<file path="config.mk">
export PLATFORM = sky130hd
export DESIGN_NAME = rrc_data_ram
export DESIGN_NICKNAME = d
export VERILOG_FILES = /design/src/rtl/round_robin_read_cache_assert.svh /design/src/rtl/rrc_data_ram.sv
export SDC_FILE = /design/constraint.sdc
export NUM_CORES = 2
export LEC_CHECK = 0
export ABC_AREA = 0
export BUFFER_PORTS_ARGS = -buffer_cell sky130_fd_sc_hd__buf_2
export CAP_MARGIN = 20
export CORE_MARGIN = 2
export CORE_UTILIZATION = 27
export DETAILED_ROUTE_END_ITERATION = 12
export GPL_ROUTABILITY_DRIVEN = 1
export GPL_TIMING_DRIVEN = 1
export HOLD_SLACK_MARGIN = 0.03
export PLACE_DENSITY = 0.39
export REMOVE_ABC_BUFFERS = 1
export SLEW_MARGIN = 0
export SYNTH_ARGS = -nofsm -noshare
export SYNTH_HDL_FRONTEND = slang
export SYNTH_SLANG_ARGS = --single-unit
export TNS_END_PERCENT = 5
</file>
<file path="constraint.sdc">
create_clock -name aclk -period 3.22 [get_ports aclk]
set_input_delay 0.322 -clock aclk [delete_from_list [all_inputs] [get_ports aclk]]
set_output_delay 0.322 -clock aclk [all_outputs]
set_load 0.01 [all_outputs]
</file>
<file path="src/rtl/round_robin_read_cache_assert.svh">
// Assertion macros used by the cache top level.
`ifndef ROUND_ROBIN_READ_CACHE_ASSERT_SVH
`define ROUND_ROBIN_READ_CACHE_ASSERT_SVH

// Check cons in the same cycle as ante.
`define RRC_ASSERT_IMP(label, clk, rstn, ante, cons) \
    label: assert property (@(posedge clk) disable iff (!(rstn)) (ante) |-> (cons)) \
        else $error("cache check failed");

// Check cons in the cycle after ante.
`define RRC_ASSERT_NXT(label, clk, rstn, ante, cons) \
    label: assert property (@(posedge clk) disable iff (!(rstn)) (ante) |=> (cons)) \
        else $error("cache check failed");

`endif

</file>
<file path="src/rtl/rrc_data_ram.sv">
// Line data memory: one write port, one registered read port.
`timescale 1ns / 1ps
module rrc_data_ram #(
    parameter int DEPTH = 512,
    localparam int ADDR_W = $clog2(DEPTH)
) (
    input  logic              aclk,
    input  logic              wr_en,
    input  logic [ADDR_W-1:0] wr_addr,
    input  logic [7:0]        wr_data,
    input  logic              rd_en,
    input  logic [ADDR_W-1:0] rd_addr,
    output logic [7:0]        rd_data
);

    logic [7:0] mem [DEPTH];

    always_ff @(posedge aclk) begin
        if (wr_en) begin
            mem[wr_addr] <= wr_data;
        end
        if (rd_en) begin
            rd_data <= mem[rd_addr];
        end
    end

endmodule

</file>
**Yosys cells after proc, flatten, opt, wreduce, memory -nomap -nowiden**

Memories as Yosys holds them, arrays and structs flattened. A register that Yosys moved wholly into a read port is not among the register bits.
Cells that the tools add are included.

- Memories: 1
- Input bits: 29
- Flip-flop bits (word level): 0
- Output and inout bits: 8
- Bits in writable memories: 4096
- Word-level logic and storage cells: 3

- Mux-type cells: 2

Memories:

| name | words | width | rd ports | clocked after memory_dff | wr ports | line | source |
|---|---|---|---|---|---|---|---|
| mem | 512 | 8 | 1 | 1 | 1 | rrc_data_ram.sv:16 | `logic [7:0] mem [DEPTH];` |

Operators by type and width:

| operator | number |
|---|---|
| $mux 1 | 2 |

**Longest topological paths before layout**

- Depth after elaboration: 2
- Mapped depth: 12
- Mapped depth without buffers: 7

**Worst setup path after synthesis**

OpenSTA, ideal clock, no wires.

- Kind: input to register
- Start: in rd_addr[0]
- End: reg rd_data[0], read port of mem, data pin
- Slack: 0.787 ns
- Data required time: 2.963 ns
- Setup time: 0.257 ns
- Arrival time: 2.176 ns
- Path buffers: 4
- Cell stages on the path: 10
- Cell sequence: buf_4 > buf_12 > buf_12 > buf_2 > mux4_2 > o21ai_0 > nand3_1 > nand4_1 > o21ai_0 > o2111a_1

RTL lines:

| what | line | source |
|---|---|---|
| start, declared | rrc_data_ram.sv:12 | `input logic [ADDR_W-1:0] rd_addr,` |
| end, declared | rrc_data_ram.sv:13 | `output logic [7:0] rd_data` |

==> flow_summary.json <==
{
  "p_per_area_nw_per_um2": 597.3,
  "wl_per_cell_um": 29.33,
  "antenna_found_initial": 45,
  "grt_pass1_vias": 87400,
  "path_clk_slew_ns": 0.06,
  "gp_congestion": 0.8046,
  "cts-htree-levels": 5,
  "cp_num_buf_inv": 5,
  "postPlaceCellArea_um2": 179900,
  "arrival_ns": 3.85,
  "critical_path_peak_fanout": 16,
  "yosysWarnings": 0,
  "ys_seq_area_share_pct": 77.02,
  "die-area_um2": 598800,
  "finClkSkew_ns": 0.1011,
  "die_y_um": 773.8,
  "vias": 84270,
  "ys_seq_elements": 4104,
  "synth_area_per_cell_um2": 19.93,
  "core_area_um2": 589900,
  "nets": 9363,
  "grt_use_total_pct": 16.66,
  "synth.cell_area_um2": 160000,
  "fin_area_um2": 194400,
  "synthArstFlopShare_pct": 0,
  "clock-sinks": 4104,
  "min_path_type": "in2reg",
  "tightest_slew_ns": 1.139,
  "synthCells": 8030,
  "maxSlewViolCount": 0,
  "synth_largest_area_cell": "edfxtp_1",
  "clk_latency_ns": 1.02,
  "cp_cell_sequence": "buf_12, buf_12, buf_12, buf_4, buf_4, mux4_2, mux4_2, nor4_2, nor4_2, o2111a_1",
  "slew-limit-headroom_pct": 23.42,
  "cts_max_path_buffers": 4,
  "rsz0062_at_grt": "no",
  "ant_nets": 0,
  "dp_hpwl_mm": 339.7,
  "place.port_buffers": 36,
  "area_growth_pct": 21.49,
  "hold_violations": 0,
  "netlist.area_leader.share_pct": 77.02,
  "synthTopCellsByArea": "edfxtp_1 (77%), mux4_2 (9.2%), mux2i_1 (5.0%)",
  "cp_slowest_cell": "nor4_2",
  "critPathLaunchType": "input pin",
  "vias_per_cell": 4.810,
  "dr.pass1.iters": 5,
  "final_common_cell": "edfxtp_1",
  "setup_slack_ns": 0.1139,
  "start_util_pct": 27.12,
  "holdPathStages": 4,
  "required_ns": 3.97,
  "drc": 0,
  "clockRootBuffer": "clkbuf_16",
  "worstRegToRegCells": 6,
  "fmaxAchievable_mhz": 321.9,
  "crit_start": "rd_addr[0]",
  "cp_common_cell": "buf_12",
  "critPathKind": "in2reg",
  "timing.rr.start": "mem[435][3]",
  "drive_gt1_share_pct": 27.84,
  "wirelength_mm": 513.8,
  "grt.overflow.total": 0,
  "numCtsBuffers": 436,
  "post-route-period-util_pct": 96.46,
  "finalCriticalPeriod_ns": 3.106,
  "ys.flop_type": "edfxtp_1",
  "cts_setup_buffers": 0,
  "cts_tree": "built",
  "num_rows": 282,
  "path_delay_family": "multiplexers",
  "grt_max_degree": 105,
  "outcome": "finished, final reports clean",
  "crit_cells": 10,
  "grt_pass1_wl_mm": 711.7,
  "end_kind": "flop",
  "cp_slowest_stage_delay_ns": 0.89,
  "p_leak_nw": 63.07,
  "io_pins": 37,
  "layout_common_cells": "edfxtp_1 (4104), buf_4 (1127), mux2i_1 (797)",
  "peakVddDrop_mv": 0.4820,
  "setup_viol": 0,
  "drtIter0Drc": 7653,
  "cap_violations": 0,
  "die_x_um": 773.8,
  "synth_edf_count": 4104,
  "hp-start": "wr_addr[5]",
  "place_ws_ns": -1.585,
  "synthDistinctLibCells": 50
}
## flip-flops by register name (all words and copies together) (netlist names)
| name | cells |
|---|---|
| rd_data | 8 |
| mem | 4096 |
## final cells by class
| cell class | count | area, µm² |
|---|---|---|
| fillers | 56120 | 395600 |
| flip-flops and latches | 4104 | 123200 |
| multi-input cells | 3410 | 34120 |
| repair buffers | 1379 | 12940 |
| clock buffers | 510 | 11230 |
| well taps | 7810 | 9772 |
| clock inverters | 287 | 3034 |
| diodes | 15 | 37.54 |
| inverters | 3 | 20.02 |
## cells in the mapped netlist, drive strengths merged, types with 7 or more instances
library cell,n
o22ai,163
nor3b,8
edfxtp,4104
nand3,36
a211oi,17
a21oi,194
nand4,32
nor2,597
and2,20
o41ai,7
clkbuf,265
nor4,36
mux2i,797
o31ai,13
buf,248
o2111a,8
a22oi,61
o221ai,372
nor3,109
nand2,111
o21ai,119
mux4,654
## repair_timing
item / CTS / global route
endpoints found under the setup margin: 4 / 2
resized for setup: 11 / 3
hold buffers: 12 / 0
hold endpoints to repair: 605 / 0
## logic make-up (layout without fill, tap and decap cells)
kind of cell | count (synthesis) | after routing | share of synthesized area (%)
DFF | 4104 | 4104 | 77.02
muxes | 1451 | 1451 | 14.19
and+or+nand+nor | 980 | 980 | 2.630
AOI/OAI and AO/OA | 979 | 979 | 4.311
buffers and inverters | 516 | 2179 | 1.848
other | 0 | 15 | 0
## through the flow
stage,power [mW],setup TNS [ns],utilization [%],hold WS [ns],instances
final,116.1,0,32.95,0.2439,17520
after global routing,119.7,0,32.95,0.2357,17510
after CTS,117.6,0,32.94,0.1467,17500
after detailed placement,66.83,-15.86,30.50,0.7880,16690
after global placement,66.77,-16.01,30.48,0.7860,16690
after floorplan,62.06,-46.55,-,0.4209,7517
## report_power, final
part / total, mW / internal [mW] / switching [mW]
registers: 58.9 / 58.8 / 0.0465
logic: 6.69 / 2.44 / 4.25
clock network: 50.5 / 29.0 / 21.5
total: 116 / 90.3 / 25.8
## per-layer routing
layer  vias to the layer above  part of all wire (%)  track usage [%]  routed length (µm)
li1                      36120                     -                -                   -
met2                      2190                    49            28.00              250100
met3                       557                   5.0            2.346               25690
met5                         -                 0.013                0                  68
met4                        10                   2.1            3.548               10990
met1                     45390                    44            22.99              226900
## tightest hold or removal path, delay by kind of cell
| family | cells | cell delay (ns) |
|---|---|---|
| buf+inv | 1 | 0.13 |
| simple gates | 3 | 0.64 |
## final timing paths
| path | to | slack, ns |
|---|---|---|
| max | rd_data[7] | 0.11 |
| min | mem[150][5] | 0.24 |
| max reg2reg | rd_data[3] | 0.12 |
| min reg2reg | rd_data[5] | 1.28 |
(Power assumes the default switching activity.)
