<file path="src/rtl/round_robin_read_cache_assert.svh">
// Assertion macros used by the cache top level.
`ifndef ROUND_ROBIN_READ_CACHE_ASSERT_SVH
`define ROUND_ROBIN_READ_CACHE_ASSERT_SVH

// Check cons in the same cycle as ante.
`define RRC_ASSERT_IMP(label, clk, rstn, ante, cons) \
    label: assert property (@(posedge clk) disable iff (!(rstn)) (ante) |-> (cons)) \
        else $error("cache check failed");

// Check cons in the cycle after ante.
`define RRC_ASSERT_NXT(label, clk, rstn, ante, cons) \
    label: assert property (@(posedge clk) disable iff (!(rstn)) (ante) |=> (cons)) \
        else $error("cache check failed");

`endif

</file>
<file path="src/rtl/rrc_pkg.sv">
// Shared types and codes of the round-robin read cache.
`timescale 1ns / 1ps
package rrc_pkg;

    localparam int SIZE_W = 6;

    localparam logic REQ_READ = 1'b0;
    localparam logic REQ_FILL = 1'b1;

    typedef enum logic [1:0] {
        KIND_DATA = 2'd0,
        KIND_FILL = 2'd1,
        KIND_BUSY = 2'd2
    } kind_t;

    typedef enum logic [5:0] {
        ST_IDLE   = 6'b000001,
        ST_LOOKUP = 6'b000010,
        ST_MATCH  = 6'b000100,
        ST_RD     = 6'b001000,
        ST_EMIT   = 6'b010000,
        ST_REJ    = 6'b100000
    } state_t;

    // Commands from the controller to the tag store.
    typedef struct packed {
        logic lookup;     // register the match vector for the query line
        logic retag;      // claim the victim line for the query line
        logic fill_done;  // mark the filled line valid
    } tag_cmd_t;

endpackage

</file>
<file path="src/rtl/rrc_tag_store.sv">
// Tag store: tags, valid bits, registered match vector, round-robin victim pointer.
`timescale 1ns / 1ps
module rrc_tag_store import rrc_pkg::*; #(
    parameter int LINE_COUNT = 16,
    parameter int LINE_W = 27,
    localparam int SLOT_W = $clog2(LINE_COUNT)
) (
    input  logic              aclk,
    input  logic              aresetn,
    input  tag_cmd_t          cmd,
    input  logic [LINE_W-1:0] query_line,
    input  logic [SLOT_W-1:0] done_slot,
    output logic              hit,
    output logic [SLOT_W-1:0] hit_slot,
    output logic [SLOT_W-1:0] victim_slot
);

    logic [LINE_W-1:0]     tag_reg [LINE_COUNT];
    logic [LINE_COUNT-1:0] valid_reg;
    logic [LINE_COUNT-1:0] match_reg;
    logic [SLOT_W-1:0]     victim_reg;

    assign victim_slot = victim_reg;

    always_ff @(posedge aclk) begin
        if (!aresetn) begin
            valid_reg  <= '0;
            victim_reg <= '0;
        end else begin
            if (cmd.retag) begin
                valid_reg[victim_reg] <= 1'b0;
                if (victim_reg == SLOT_W'(LINE_COUNT - 1)) begin
                    victim_reg <= '0;
                end else begin
                    victim_reg <= victim_reg + 1'b1;
                end
            end
            if (cmd.fill_done) begin
                valid_reg[done_slot] <= 1'b1;
            end
        end
    end

    always_ff @(posedge aclk) begin
        if (cmd.retag) begin
            tag_reg[victim_reg] <= query_line;
        end
        if (cmd.lookup) begin
            for (int i = 0; i < LINE_COUNT; i++) begin
                match_reg[i] <= valid_reg[i] && (tag_reg[i] == query_line);
            end
        end
    end

    // Lowest matching line wins.
    always_comb begin
        hit      = 1'b0;
        hit_slot = '0;
        for (int i = LINE_COUNT - 1; i >= 0; i--) begin
            if (match_reg[i]) begin
                hit      = 1'b1;
                hit_slot = SLOT_W'(i);
            end
        end
    end

endmodule

</file>
<file path="config.mk">
export PLATFORM = sky130hd
export DESIGN_NAME = rrc_tag_store
export DESIGN_NICKNAME = d
export VERILOG_FILES = /design/src/rtl/round_robin_read_cache_assert.svh /design/src/rtl/rrc_pkg.sv /design/src/rtl/rrc_tag_store.sv
export SDC_FILE = /design/constraint.sdc
export NUM_CORES = 1
export LEC_CHECK = 0
export BUFFER_PORTS_ARGS = -buffer_cell sky130_fd_sc_hd__buf_4
export CAP_MARGIN = 20
export CORE_MARGIN = 3
export CORE_UTILIZATION = 56
export CTS_CLUSTER_SIZE = 28
export DETAILED_ROUTE_END_ITERATION = 6
export HOLD_SLACK_MARGIN = 0.03
export PLACE_DENSITY = 0.75
export SLEW_MARGIN = 25
export SYNTH_ARGS = -nofsm -noshare
export SYNTH_HDL_FRONTEND = slang
export SYNTH_SLANG_ARGS = --single-unit
</file>
<file path="constraint.sdc">
create_clock -name aclk -period 1.8 [get_ports aclk]
set_input_delay 0.18 -clock aclk [delete_from_list [all_inputs] [get_ports aclk]]
set_output_delay 0.18 -clock aclk [all_outputs]
set_load 0.1 [all_outputs]
</file>
Word level (Yosys, flattened, before mapping)

Memory sizes are Yosys's and may differ from the RTL's.
Cells that the tools add are included.

Bits in registers: 36
RAM bits: 432
Input bits: 36
Output and inout bits: 9
Logic and storage cells: 89
Memories kept: 1

Add/subtract/negate cells: 1
$lt $le $gt $ge: 4
Eq/ne operators: 17
Muxes and demuxes: 42
Bitwise logic cells: 3
Reductions and logical operators: 18

Memory list:

| memory  | words | bits a word | read ports | clocked after Yosys merged registers in | wr ports | line                | source |
|---|---|---|---|---|---|---|---|
| tag_reg | 16    | 27          | 16         | 0                                       | 1        | rrc_tag_store.sv:18 | `logic [LINE_W-1:0] tag_reg [LINE_COUNT];` |

Operators by type and width:

| cell                                                                  | count |
|---|---|
| 27-bit == test                                                        | 16 |
| 4-bit two-way mux                                                     | 17 |
| 16-bit two-way mux                                                    | 3 |
| 1-bit two-way mux                                                     | 20 |
| 1-bit logical AND                                                     | 18 |
| 16-bit bitwise AND                                                    | 1 |
| 16-bit inverter                                                       | 1 |
| 16-bit OR                                                             | 1 |
| 4-bit by 5-bit < comparator with 1-bit output, second input constant  | 2 |
| 1-bit demux with 4-bit select                                         | 2 |
| 4-bit by 1-bit >= comparator with 1-bit output, second input constant | 2 |
| 4-bit by 1-bit adder with 4-bit output, second input constant         | 1 |
| 4-bit == test, second input constant                                  | 1 |

Depth between registers and ports, before layout

Gate-level depths: netlist (run 1).

Depth in word-level cells: 16
Depth in mapped cells: 6
Gate-level depth less buffers: 5

Worst setup path before layout (run 1)

Ideal clock, no wire load.

Kind: flip-flop to output port
Start: register match_reg[4]
End: output hit_slot[3]
Data arrival time: 3.016 ns
Data required time: 1.620 ns
Path slack: -1.396 ns
Cell stages (with the launch flop): 3
Path buffers: 0
Cell sequence: edfxtp_1 > nor4_1 > nor3b_1

Cells in the longest elaborated chain, start to end: 5

RTL lines:

| element                         | line                | source |
|---|---|---|
| start, declared                 | rrc_tag_store.sv:20 | `logic [LINE_COUNT-1:0] match_reg;` |
| start signal, assigned by index | rrc_tag_store.sv:50 | `match_reg[i] <= valid_reg[i] && (tag_reg[i] == query_line);` |
| 4-bit two-way mux (5 in series) | rrc_tag_store.sv:60 | `if (match_reg[i]) begin` |
| end, declared                   | rrc_tag_store.sv:14 | `output logic [SLOT_W-1:0] hit_slot,` |

No other way between the ends.

Worst setup path after layout (run 1)

Start: register match_reg[9]
End: output hit_slot[0]

Cells in the longest elaborated chain, start to end: 10

RTL lines:

| element                          | line |
|---|---|
| 4-bit two-way mux (10 in series) | rrc_tag_store.sv:60 |

No other way between the ends.

==> results by group, run 1 <==
Run status
  • Status: complete, but fails checks
  • Violated checks: negative setup slack

Power
  • Max IR drop VDD: 0.001035 V
  • P_leak: 7.231 nW
  • PwrDens: approximately 1000 nW/µm²

Global route
  • Vias in the first global route: 10,960
  • Largest net degree at the start of global routing: 28
  • Total grt overflow: 0
  • First-pass GRT wire length: 70.32 mm
  • Initial antenna violation count: 1
  • GRT Total Usage: 25.12%

Setup path
  • Crit Path Category: reg -> out
  • Data arrival time of the critical path: 2.02 ns
  • Crit path max fanout: 2
  • Nature of the critical path startpoint: flip-flop
  • Critical Path Sink Type: primary output
  • CP Data Required Time: 1.62 ns

Die
  • Initial Util: 57.18%
  • Die area: 37,740 µm²
  • Core outline area: roughly 35,000 µm²
  • I/O Pins: 45
  • Die width: 194.3 µm
  • Die Span Y: slightly below 200 µm
  • Cell Rows: ~70

Clocking
  • TritonCTS Sinks: 468
  • CTS Root Buffer Type: clkbuf_16
  • Clock transition at path regs: 0.06 ns
  • Worst-Skew Late Latency: 0.56 ns
  • H-Tree Depth: 2
  • Longest Clk Path Bufs: 3
  • CTS buffer count: 47
  • CTS tree: done

Drt
  • Antenna viol nets, final: 0
  • DR WL/cell: 25.20 µm
  • First-pass iteration count of the detailed router: 5
  • DR iter-0 viols: 1,082
  • Vias per std cell: 5.767
  • Drt total wl: around 48 mm
  • DRC Markers: 0
  • Vias: approximately 11,000

Synth
  • Mapped Nets: 1,271
  • Netlist cell types: 38
  • Synth top area cells: edfxtp_1 68%, xnor2_1 19%, nand4_1 3.6%, dfxtp_1 2.0%, buf_6 1.2%
  • Ys async rst share: 0%
  • Simple-Gate Fraction of Synth Area: 6.625%
  • Register area share after synthesis: 69.80%
  • Share of the synthesized area in the top cell type: 67.78%
  • Most instantiated library cell after synthesis: edfxtp_1
  • Main synth FF type: edfxtp_1
  • Mux contribution to synthesized area: less than 1%
  • Cell Area, Synth: 19,850 µm²
  • Synth Area in Compound Gates: 1.166%
  • Largest family of logic cells by synthesized area: XOR/XNOR gates
  • Adder-Cell Fraction of Synth Area: less than 1%
  • Synth top cells by count: 448 x edfxtp_1, 428 x xnor2_1, 113 x nand4_1
  • Syn avg cell area: 16.12 µm²
  • Gate count of the mapped netlist: 1,231
  • EDFF count, synth: 448
  • Post-Synth XOR/XNOR Area: 19.26%
  • Top cell type by total area after synthesis: edfxtp_1
  • FF+latch count, synth: 468
  • YS warnings: 0

Placed design
  • Post-DP HPWL: 29.90 mm
  • Port Buffers: 44
  • Worst slack, placed: -0.3049 ns
  • Placed Cells: 1,793
  • Gp weighted congestion: 0.8795

Cells and area
  • Area growth from synthesis to layout: 17.77%
  • Ratio of cells with drive above 1 in the final layout: 20.54%
  • Final net count: 1,445
  • Antenna cells: 0
  • Layout Cells excl Fill: 1,896
  • Max FFs per register: 432

STA
  • Max-slew violations: 0
  • Worst-Margin Slew: 0.6991 ns
  • Fin worst setup slack: -0.3956 ns
  • Setup-failing EPs final: 5
  • Minimum clock period: 2.196 ns
  • Final critical-path share of the clock period: 122.0%
  • Unrepaired setup endpoints after global routing: yes
  • Final Hold Viols: 0
  • Rel. slew slack: 53.34%
  • Clock Skew: around 0.018 ns
  • Fmax achieved: roughly 0.46 GHz

Hold path
  • Hold crit path type: in -> reg

Flow run
  • Total of max-cap violations: 0
[placed cells by master (no fill, tap or decap), drive strengths merged]
master / n
a2111oi: 1
a211oi: 2
a21o: 1
a21oi: 5
a22oi: 12
a311o: 1
a32oi: 4
a41oi: 1
and3: 3
and3b: 2
buf: 169
bufinv: 2
clkbuf: 57
clkinv: 25
clkinvlp: 14
dfxtp: 20
dlygate4sd3: 13
edfxtp: 448
ha: 4
inv: 12
mux2i: 1
nand2: 21
nand2b: 2
nand3: 3
nand4: 113
nor2: 30
nor2b: 2
nor3: 1
nor3b: 2
nor4: 17
o21a: 1
o31ai: 2
o32ai: 1
or4: 16
xnor2: 432
xor2: 1
[where the power goes]
part,total (mW),switching (mW),internal [mW]
Sequential,12.1,0.0705,12.0
Combinational,1.75,1.05,0.702
Clock,9.16,3.98,5.19
[logic make-up after synthesis]
logic type / Yosys count
compound gates: 31
xor+xnor: 433
fa+ha+maj: 4
buf+inv: 82
flops: 468
mux: 1
simple gates: 212
[layout make-up]
class	count	area (µm²)
well taps	455	569.3
clock buffers	57	1244
clock inverters	28	185.2
flip-flops and latches	468	13870
repair buffers	182	1725
multi-input cells	681	5637
inverters	25	146.4
fillers	2303	11340
[per-layer routing]
metal | routed length, µm | GRT usage (%) | vias to the layer above
met5 | 17 | 0 | -
met4 | 1303 | 7.899 | 2
met3 | 3798 | 4.778 | 79
met2 | 22300 | 38.96 | 462
met1 | 20360 | 36.54 | 5540
li1 | - | - | 4851
[worst max-delay path, stage by stage, from the launching register on]
cell	delay [ns]
edfxtp_1	0.50
buf_6	0.18
a21oi_4	0.12
o31ai_4	0.11
a311o_2	0.36
buf_12	0.18
[timing repair]
item                       4_1_cts  5_1_grt
gates resized for setup         32       18
setup endpoints to repair        7       11
hold buffers                    12        1
setup buffers                    7        1
hold endpoints to repair        27        2
pin swaps                       11        6
[path summary, 6_finish.rpt]
check / depth (start not counted) / endpoint / from / slack (ns)
min reg2reg: 2 / valid_reg[14]$_SDFF_PN0_ / valid_reg[14]$_SDFF_PN0_ / 0.52
min: 1 / tag_reg[5][26]$_DFFE_PP_ / query_line[26] / 0.06
max: 5 / hit_slot[0] / match_reg[9]$_DFFE_PP_ / -0.40
max reg2reg: 4 / match_reg[15]$_DFFE_PP_ / tag_reg[15][25]$_DFFE_PP_ / 0.05
[metrics by stage]
stage	total power, mW	utilization, %	TNS [ns]	hold WS [ns]	area (µm²)
after global placement	13.97	62.05	-0.7561	0.4542	21540
after global routing	23.65	67.34	-1.892	0.03692	23370
after floorplan	13.29	-	-0.4468	0.2789	19960
final	23.03	67.34	-1.606	0.05693	23370
after CTS	23.13	67.02	-1.716	0.03123	23260
after detailed placement	14.00	62.05	-1.297	0.4646	21540
No activity file was read; power rests on OpenSTA's default activity.
==> run 2: changes to the inputs <==
- CORE_MARGIN: 3 -> 10
==> run 2 against run 1 <==
Effect of this change:
- worst setup slack better by 0.088 ns
- critical endpoint unchanged
- largest cell class unchanged
- register-to-register slack got worse by 0.09 ns
- clock power decreased by 3.4%
- die area increased by 15%
- critical path type unchanged
- the flow still finishes with violations (negative setup slack)
- clock skew is essentially flat
- first-iteration DRC count decreased by 20%
==> results by group, run 2 (synthesized netlist as in run 1, its figures left out) <==
Drt
  • DR WL/cell: 25.10 µm (-0.39%)
  • First-pass iteration count of the detailed router: 5 (unchanged)
  • DR iter-0 viols: 861 (-20%)
  • Vias per std cell: 5.759 (-0.14%)
  • DRC Markers: 0 (unchanged)
  • Drt total wl: 47.60 mm (-0.39%)
  • Vias: 10,920 (-0.14%)
  • Antenna viol nets, final: 0 (unchanged)

Power
  • Clk pwr share: 38.9% (-0.9 points)
  • P_leak: 7.249 nW (+0.25%)
  • Sw Ratio: 21.77% (-0.35 points)
  • Psw: 4.948 mW (-2.9%)
  • Overall Power: 22.73 mW (-1.3%)
  • Int Power: 17.78 mW (-0.87%)
  • Seq pwr share: 53.3% (+0.7 points)
  • PwrDens: 972.0 nW/µm² (-1.3%)
  • Combinational cell fraction of total power: 7.7% (about the same)
  • Max IR drop VDD: 0.0009379 V (-9.4%)

STA
  • Final Hold Viols: 0 (unchanged)
  • Rel. slew slack: 56.35% (+3.0 points)
  • Final critical-path share of the clock period: 117.1% (-4.9 points)
  • Setup tns final: -1.417 ns (+0.1884 ns)
  • Setup-failing EPs final: 6 (+1)
  • Fin worst setup slack: -0.3073 ns (+0.08824 ns)
  • Minimum clock period: 2.107 ns (-0.08824 ns)
  • Clock Skew: 0.01813 ns (-0.0002998 ns)
  • Worst-Margin Slew: 0.6540 ns (-0.04505 ns)
  • Fmax achieved: 0.4745 GHz (+4.2%)
  • Max-slew violations: 0 (unchanged)
  • Hold Slack: 0.03982 ns (-0.01711 ns)
  • Unrepaired setup endpoints after global routing: yes

Hold path
  • Hold path cells: 2 (+1)
  • Hold_sp: query_line[10]
  • Hold crit path type: in -> reg
  • Hold path endpoint: tag_reg[3][10]$_DFFE_PP_

Setup path
  • Crit Path Category: reg -> out
  • Data arrival time of the critical path: 1.93 ns (-0.09 ns)
  • Worst R2R End: match_reg[15]$_DFFE_PP_
  • Worst reg2reg path startpoint: tag_reg[15][24]$_DFFE_PP_
  • Path depth of the worst reg2reg path: 4 (unchanged)
  • Crit path max fanout: 3 (+1)
  • Critical Path Sink Type: primary output
  • Reg2Reg Setup Slack: -0.04 ns (-0.09 ns)
  • Nature of the critical path startpoint: flip-flop
  • CP Data Required Time: 1.62 ns (about the same)

Cells and area
  • Fin util: 67.19% (-0.15 points)
  • Area growth from synthesis to layout: 17.80% (about the same)
  • Ratio of cells with drive above 1 in the final layout: 20.12% (-0.42 points)
  • Max FFs per register: 432 (unchanged)
  • Layout Cells excl Fill: 1,896 (unchanged)
  • Antenna cells: 0 (unchanged)
  • Commonest non-fill, non-tap cells in the layout: 448 x edfxtp_1, 427 x xnor2_1, 139 x buf_4
  • Commonest non-fill, non-tap cell in the layout: edfxtp_1
  • Final net count: 1,447 (+0.14%)

Clocking
  • Longest Clk Path Bufs: 3 (unchanged)
  • CTS Root Buffer Type: clkbuf_16
  • CTS buffer count: 46 (-2.1%)
  • H-Tree Depth: 2 (unchanged)
  • Clock transition at path regs: 0.06 ns (about the same)
  • CTS tree: done
  • Worst-Skew Late Latency: 0.55 ns (about the same)
  • TritonCTS Sinks: 468 (unchanged)

Flow run
  • Total of max-cap violations: 0 (unchanged)

Die
  • Core outline area: 34,800 µm² (+0.25%)
  • Die width: 208.3 µm (+7.2%)
  • Die Span Y: 208.3 µm (+7.2%)
  • Initial Util: 57.04% (-0.14 points)
  • Die area: 43,370 µm² (+15%)
  • Cell Rows: 68 (unchanged)
  • I/O Pins: 45 (unchanged)

Global route
  • Total grt overflow: 0 (unchanged)
  • GRT Total Usage: 21.66% (-3.5 points)
  • Largest net degree at the start of global routing: 33 (+18%)
  • Initial antenna violation count: 0 (-1)
  • First-pass GRT wire length: 71.18 mm (+1.2%)
  • Vias in the first global route: 11,220 (+2.4%)

Run status
  • Violated checks: negative setup slack
  • Status: complete, but fails checks

Placed design
  • Post-DP HPWL: 30.37 mm (+1.6%)
  • Gp weighted congestion: 0.8076 (-8.2%)
  • Placed Cells: 1,802 (+0.50%)
  • Port Buffers: 44 (unchanged)
-- run 2: changes by cell type in the layout (fill, tap and decap cells not counted), sizes merged --
cell         previous run  this run
buf                   169       176
bufinv                  2         1
clkbuf                 57        65
clkinv                 25        15
dlygate4sd3            13         9
-- run 2: how the worst max path moves through the flow --
stage	from	endpoint	slack, ns	cells after the start
global route	match_reg[0]$_DFFE_PP_	hit_slot[3]	-0.39	5
finish	match_reg[2]$_DFFE_PP_	hit_slot[0]	-0.31	4
CTS	match_reg[5]$_DFFE_PP_	hit_slot[3]	-0.35	4
global placement	query_line[1]	match_reg[15]$_DFFE_PP_	-0.41	5
detailed placement	query_line[1]	match_reg[15]$_DFFE_PP_	-0.37	5
floorplan	match_reg[4]$_DFFE_PP_	hit_slot[3]	-0.38	2
-- run 2: cell type report --
class | instances | area [µm²]
flip-flops and latches | 468 | 13870
clock inverters | 17 | 100.1
fillers | 2275 | 11420
multi-input cells | 681 | 5610
clock buffers | 65 | 1264
well taps | 455 | 569.3
inverters | 25 | 146.4
repair buffers | 185 | 1822
-- run 2: timing repair --
action	in CTS	in global routing
hold endpoints to repair	22	0
pin swaps	4	4
hold buffers	9	0
buffers inserted	3	1
gates resized for setup	28	13
setup endpoints to repair	9	10
-- run 2: through the flow --
stage,area (µm²),worst slack (ns)
after global routing,23380,-0.3866
after detailed placement,21710,-0.3735
after floorplan,19960,-0.3845
final,23380,-0.3073
after global placement,21710,-0.4137
after CTS,23320,-0.3533
-- run 2: power groups by stage --
stage | sequential (mW) | clock, mW | combinational (mW)
detailed placement | 12.3 | 0 | 1.69
global route | 12.1 | 9.39 | 1.87
global placement | 12.3 | 0 | 1.66
finish | 12.1 | 8.85 | 1.76
floorplan | 12.4 | 0 | 0.934
CTS | 12.1 | 8.95 | 1.75
-- run 2: layer usage --
| metal | share of wire, % | global-route usage [%] | vias up |
|---|---|---|---|
| met5 | 0 | 0 | - |
| met2 | 48 | 34.67 | 437 |
| met1 | 41 | 28.53 | 5522 |
| met4 | 4.0 | 9.265 | 0 |
| met3 | 6.8 | 3.894 | 112 |
| li1 | - | - | 4848 |
-- run 2: worst max-delay path, stage by stage, from the launching register on --
cell       delay [ns]
edfxtp_1         0.49
a2111oi_4        0.39
o21a_1           0.19
a311o_2          0.15
buf_12           0.18
==> run 3: changes to the inputs <==
- SETUP_SLACK_MARGIN: default -> 0.5
==> run 3 against run 2 <==
Effect of this change:
- critical path depth rose by 2
- total power rose by 2.9%
- via count rose by 6.7%
- register-to-register slack improved by 0.15 ns
- clock skew rose by 0.0030 ns
- critical endpoint is now hit_slot[1]
- sequential share of layout area fell by 3.9 points
- the flow still finishes with violations (negative setup slack)
- hold slack improved by 0.0065 ns
- global-route usage rose by 1.9 points
- routed wire length rose by 11%
- fmax fell by 7.0%
==> results by group, run 3 (synthesized netlist as in run 1, its figures left out) <==
Run status
  • Status: complete, but fails checks
  • Violated checks: negative setup slack

Die
  • Core outline area: 34,800 µm² (unchanged)
  • I/O Pins: 45 (unchanged)
  • Die Span Y: 208.3 µm (unchanged)
  • Die area: 43,370 µm² (unchanged)
  • Die width: 208.3 µm (unchanged)
  • Initial Util: 57.04% (unchanged)
  • Cell Rows: 68 (unchanged)

STA
  • Worst-Margin Slew: 0.6353 ns (-0.01874 ns)
  • Unrepaired setup endpoints after global routing: yes
  • Setup-failing EPs final: 5 (-1)
  • Final critical-path share of the clock period: 125.9% (+8.8 points)
  • Clock Skew: 0.02111 ns (+0.002976 ns)
  • Final Hold Viols: 0 (unchanged)
  • Fin worst setup slack: -0.4663 ns (-0.1590 ns)
  • Fmax achieved: 0.4413 GHz (-7.0%)
  • Max-slew violations: 0 (unchanged)
  • Minimum clock period: 2.266 ns (+0.1590 ns)
  • Rel. slew slack: 57.60% (+1.3 points)

Setup path
  • CP Data Required Time: 1.62 ns (about the same)
  • Data arrival time of the critical path: 2.09 ns (+0.16 ns)
  • Critical Path Sink Type: primary output
  • Crit Path Category: reg -> out
  • Crit path max fanout: 3 (unchanged)
  • Nature of the critical path startpoint: flip-flop
  • Path depth of the worst reg2reg path: 4 (unchanged)

Drt
  • DR WL/cell: 27.04 µm (+7.7%)
  • Vias: 11,650 (+6.7%)
  • First-pass iteration count of the detailed router: 5 (unchanged)
  • Drt total wl: 53.03 mm (+11%)
  • Antenna viol nets, final: 0 (unchanged)
  • Vias per std cell: 5.942 (+3.2%)
  • DR iter-0 viols: 1,360 (+58%)
  • DRC Markers: 0 (unchanged)

Power
  • Overall Power: 23.38 mW (+2.9%)
  • PwrDens: 933.9 nW/µm² (-3.9%)
  • Max IR drop VDD: 0.0009340 V (-0.42%)
  • P_leak: 8.159 nW (+13%)

Cells and area
  • Fin util: 71.95% (+4.8 points)
  • Commonest non-fill, non-tap cells in the layout: 448 x edfxtp_1, 405 x xnor2_1, 145 x buf_4
  • Final instance area: 25,040 µm² (+7.1%)
  • Area growth from synthesis to layout: 26.16%
  • Antenna cells: 0 (unchanged)
  • Ratio of cells with drive above 1 in the final layout: 27.42% (+7.3 points)
  • Layout Cells excl Fill: 1,961 (+3.4%)
  • Final net count: 1,510 (+4.4%)
  • Commonest non-fill, non-tap cell in the layout: edfxtp_1
  • # fillers: 2,049 (-9.9%)
  • Max FFs per register: 432 (unchanged)

Global route
  • Total grt overflow: 0 (unchanged)
  • Vias in the first global route: 11,680 (+4.0%)
  • First-pass GRT wire length: 76.73 mm (+7.8%)
  • GRT Total Usage: 23.53% (+1.9 points)
  • Met2 usage: 38.53% (+3.9 points)
  • Met3 GRT Util: 3.849% (-0.045 points)
  • Initial antenna violation count: 0 (unchanged)
  • Layer with the highest usage: met2
  • Met1 Use GR: 31.51% (+3.0 points)
  • Largest net degree at the start of global routing: 29 (-12%)

Hold path
  • Hold crit path type: in -> reg
  • Hold path cells: 1 (-1)

Placed design
  • Worst slack, placed: -0.1755 ns (+0.1981 ns)
  • Placed Cells: 1,792 (-0.55%)
  • Gp weighted congestion: 0.8290 (+2.6%)
  • Placed cell areas: 21,780 µm² (+0.36%)
  • Post-DP HPWL: 30.11 mm (-0.86%)
  • Port Buffers: 44 (unchanged)

Clocking
  • CTS buffer count: 47 (+2.2%)
  • CTS tree: done
  • Worst-Skew Late Latency: 0.56 ns (about the same)
  • H-Tree Depth: 2 (unchanged)
  • Clock transition at path regs: 0.06 ns (about the same)
  • TritonCTS Sinks: 468 (unchanged)
  • Longest Clk Path Bufs: 3 (unchanged)
  • CTS Root Buffer Type: clkbuf_16

Flow run
  • Total of max-cap violations: 0 (unchanged)
## run 3: cell types whose count changed in the layout (fill, tap and decap cells not counted), moves of 5 or more
cell	change
clkbuf_16	+8
clkbuf_1	-6
clkinv_2	+5
nand2_4	+15
buf_12	+14
or4_4	+9
or4_1	-9
nand2_1	-16
buf_4	+6
xnor2_1	-22
buf_16	+17
buf_6	+15
xnor2_2	+22
## run 3: path summary, 6_finish.rpt
check | endpoint | slack, ns | start
max | hit_slot[1] | -0.47 | match_reg[10]$_DFFE_PP_
max reg2reg | match_reg[11]$_DFFE_PP_ | 0.11 | tag_reg[11][0]$_DFFE_PP_
min | tag_reg[7][11]$_DFFE_PP_ | 0.05 | query_line[11]
min reg2reg | valid_reg[14]$_SDFF_PN0_ | 0.53 | valid_reg[14]$_SDFF_PN0_
## run 3: timing repair
item / in CTS / in global routing
pin swaps: 32 / 24
resized for setup: 100 / 33
setup buffers: 36 / 12
setup endpoints to repair: 457 / 469
hold buffers: 10 / 0
gates cloned: 19 / 7
hold endpoints to repair: 21 / 0
## run 3: cell type report
type	instances	area (µm²)	area share (%)
multi-input cells	681	6025	24.06
clock buffers	59	1264	5.047
repair buffers	247	2989	11.94
flip-flops and latches	468	13870	55.39
well taps	455	569.3	2.274
clock inverters	26	165.2	0.6596
inverters	25	158.9	0.6346
## run 3: metal layers
metal  wire, µm  share of wire [%]  vias up
met2      26260                 50      543
li1           -                  -     5005
met1      21370                 40     6014
met4       1543                2.9        0
met3       3849                7.3       90
met5          0                  0        -
## run 3: through the flow
stage          setup TNS [ns]  hold slack, ns
3_3_place_gp          -0.4543          0.4455
4_1_cts                -1.676         0.03187
5_1_grt                -2.089         0.03171
3_5_place_dp          -0.8088          0.4580
6_report               -1.859         0.04631
2_1_floorplan         -0.1078          0.2789
## run 3: critical path, cell delays in order (launching register included)
cell,delay [ns]
edfxtp_1,0.45
nor2_2,0.20
o31ai_1,0.13
buf_4,0.18
a211oi_4,0.24
o32ai_4,0.13
buf_12,0.19
## run 3: power breakdown
part	internal, mW	total (mW)	switching (mW)	leakage (nW)
combinational	0.862	1.99	1.13	3.22
clock	5.23	9.26	4.03	0.701
sequential	12.0	12.1	0.0809	4.23
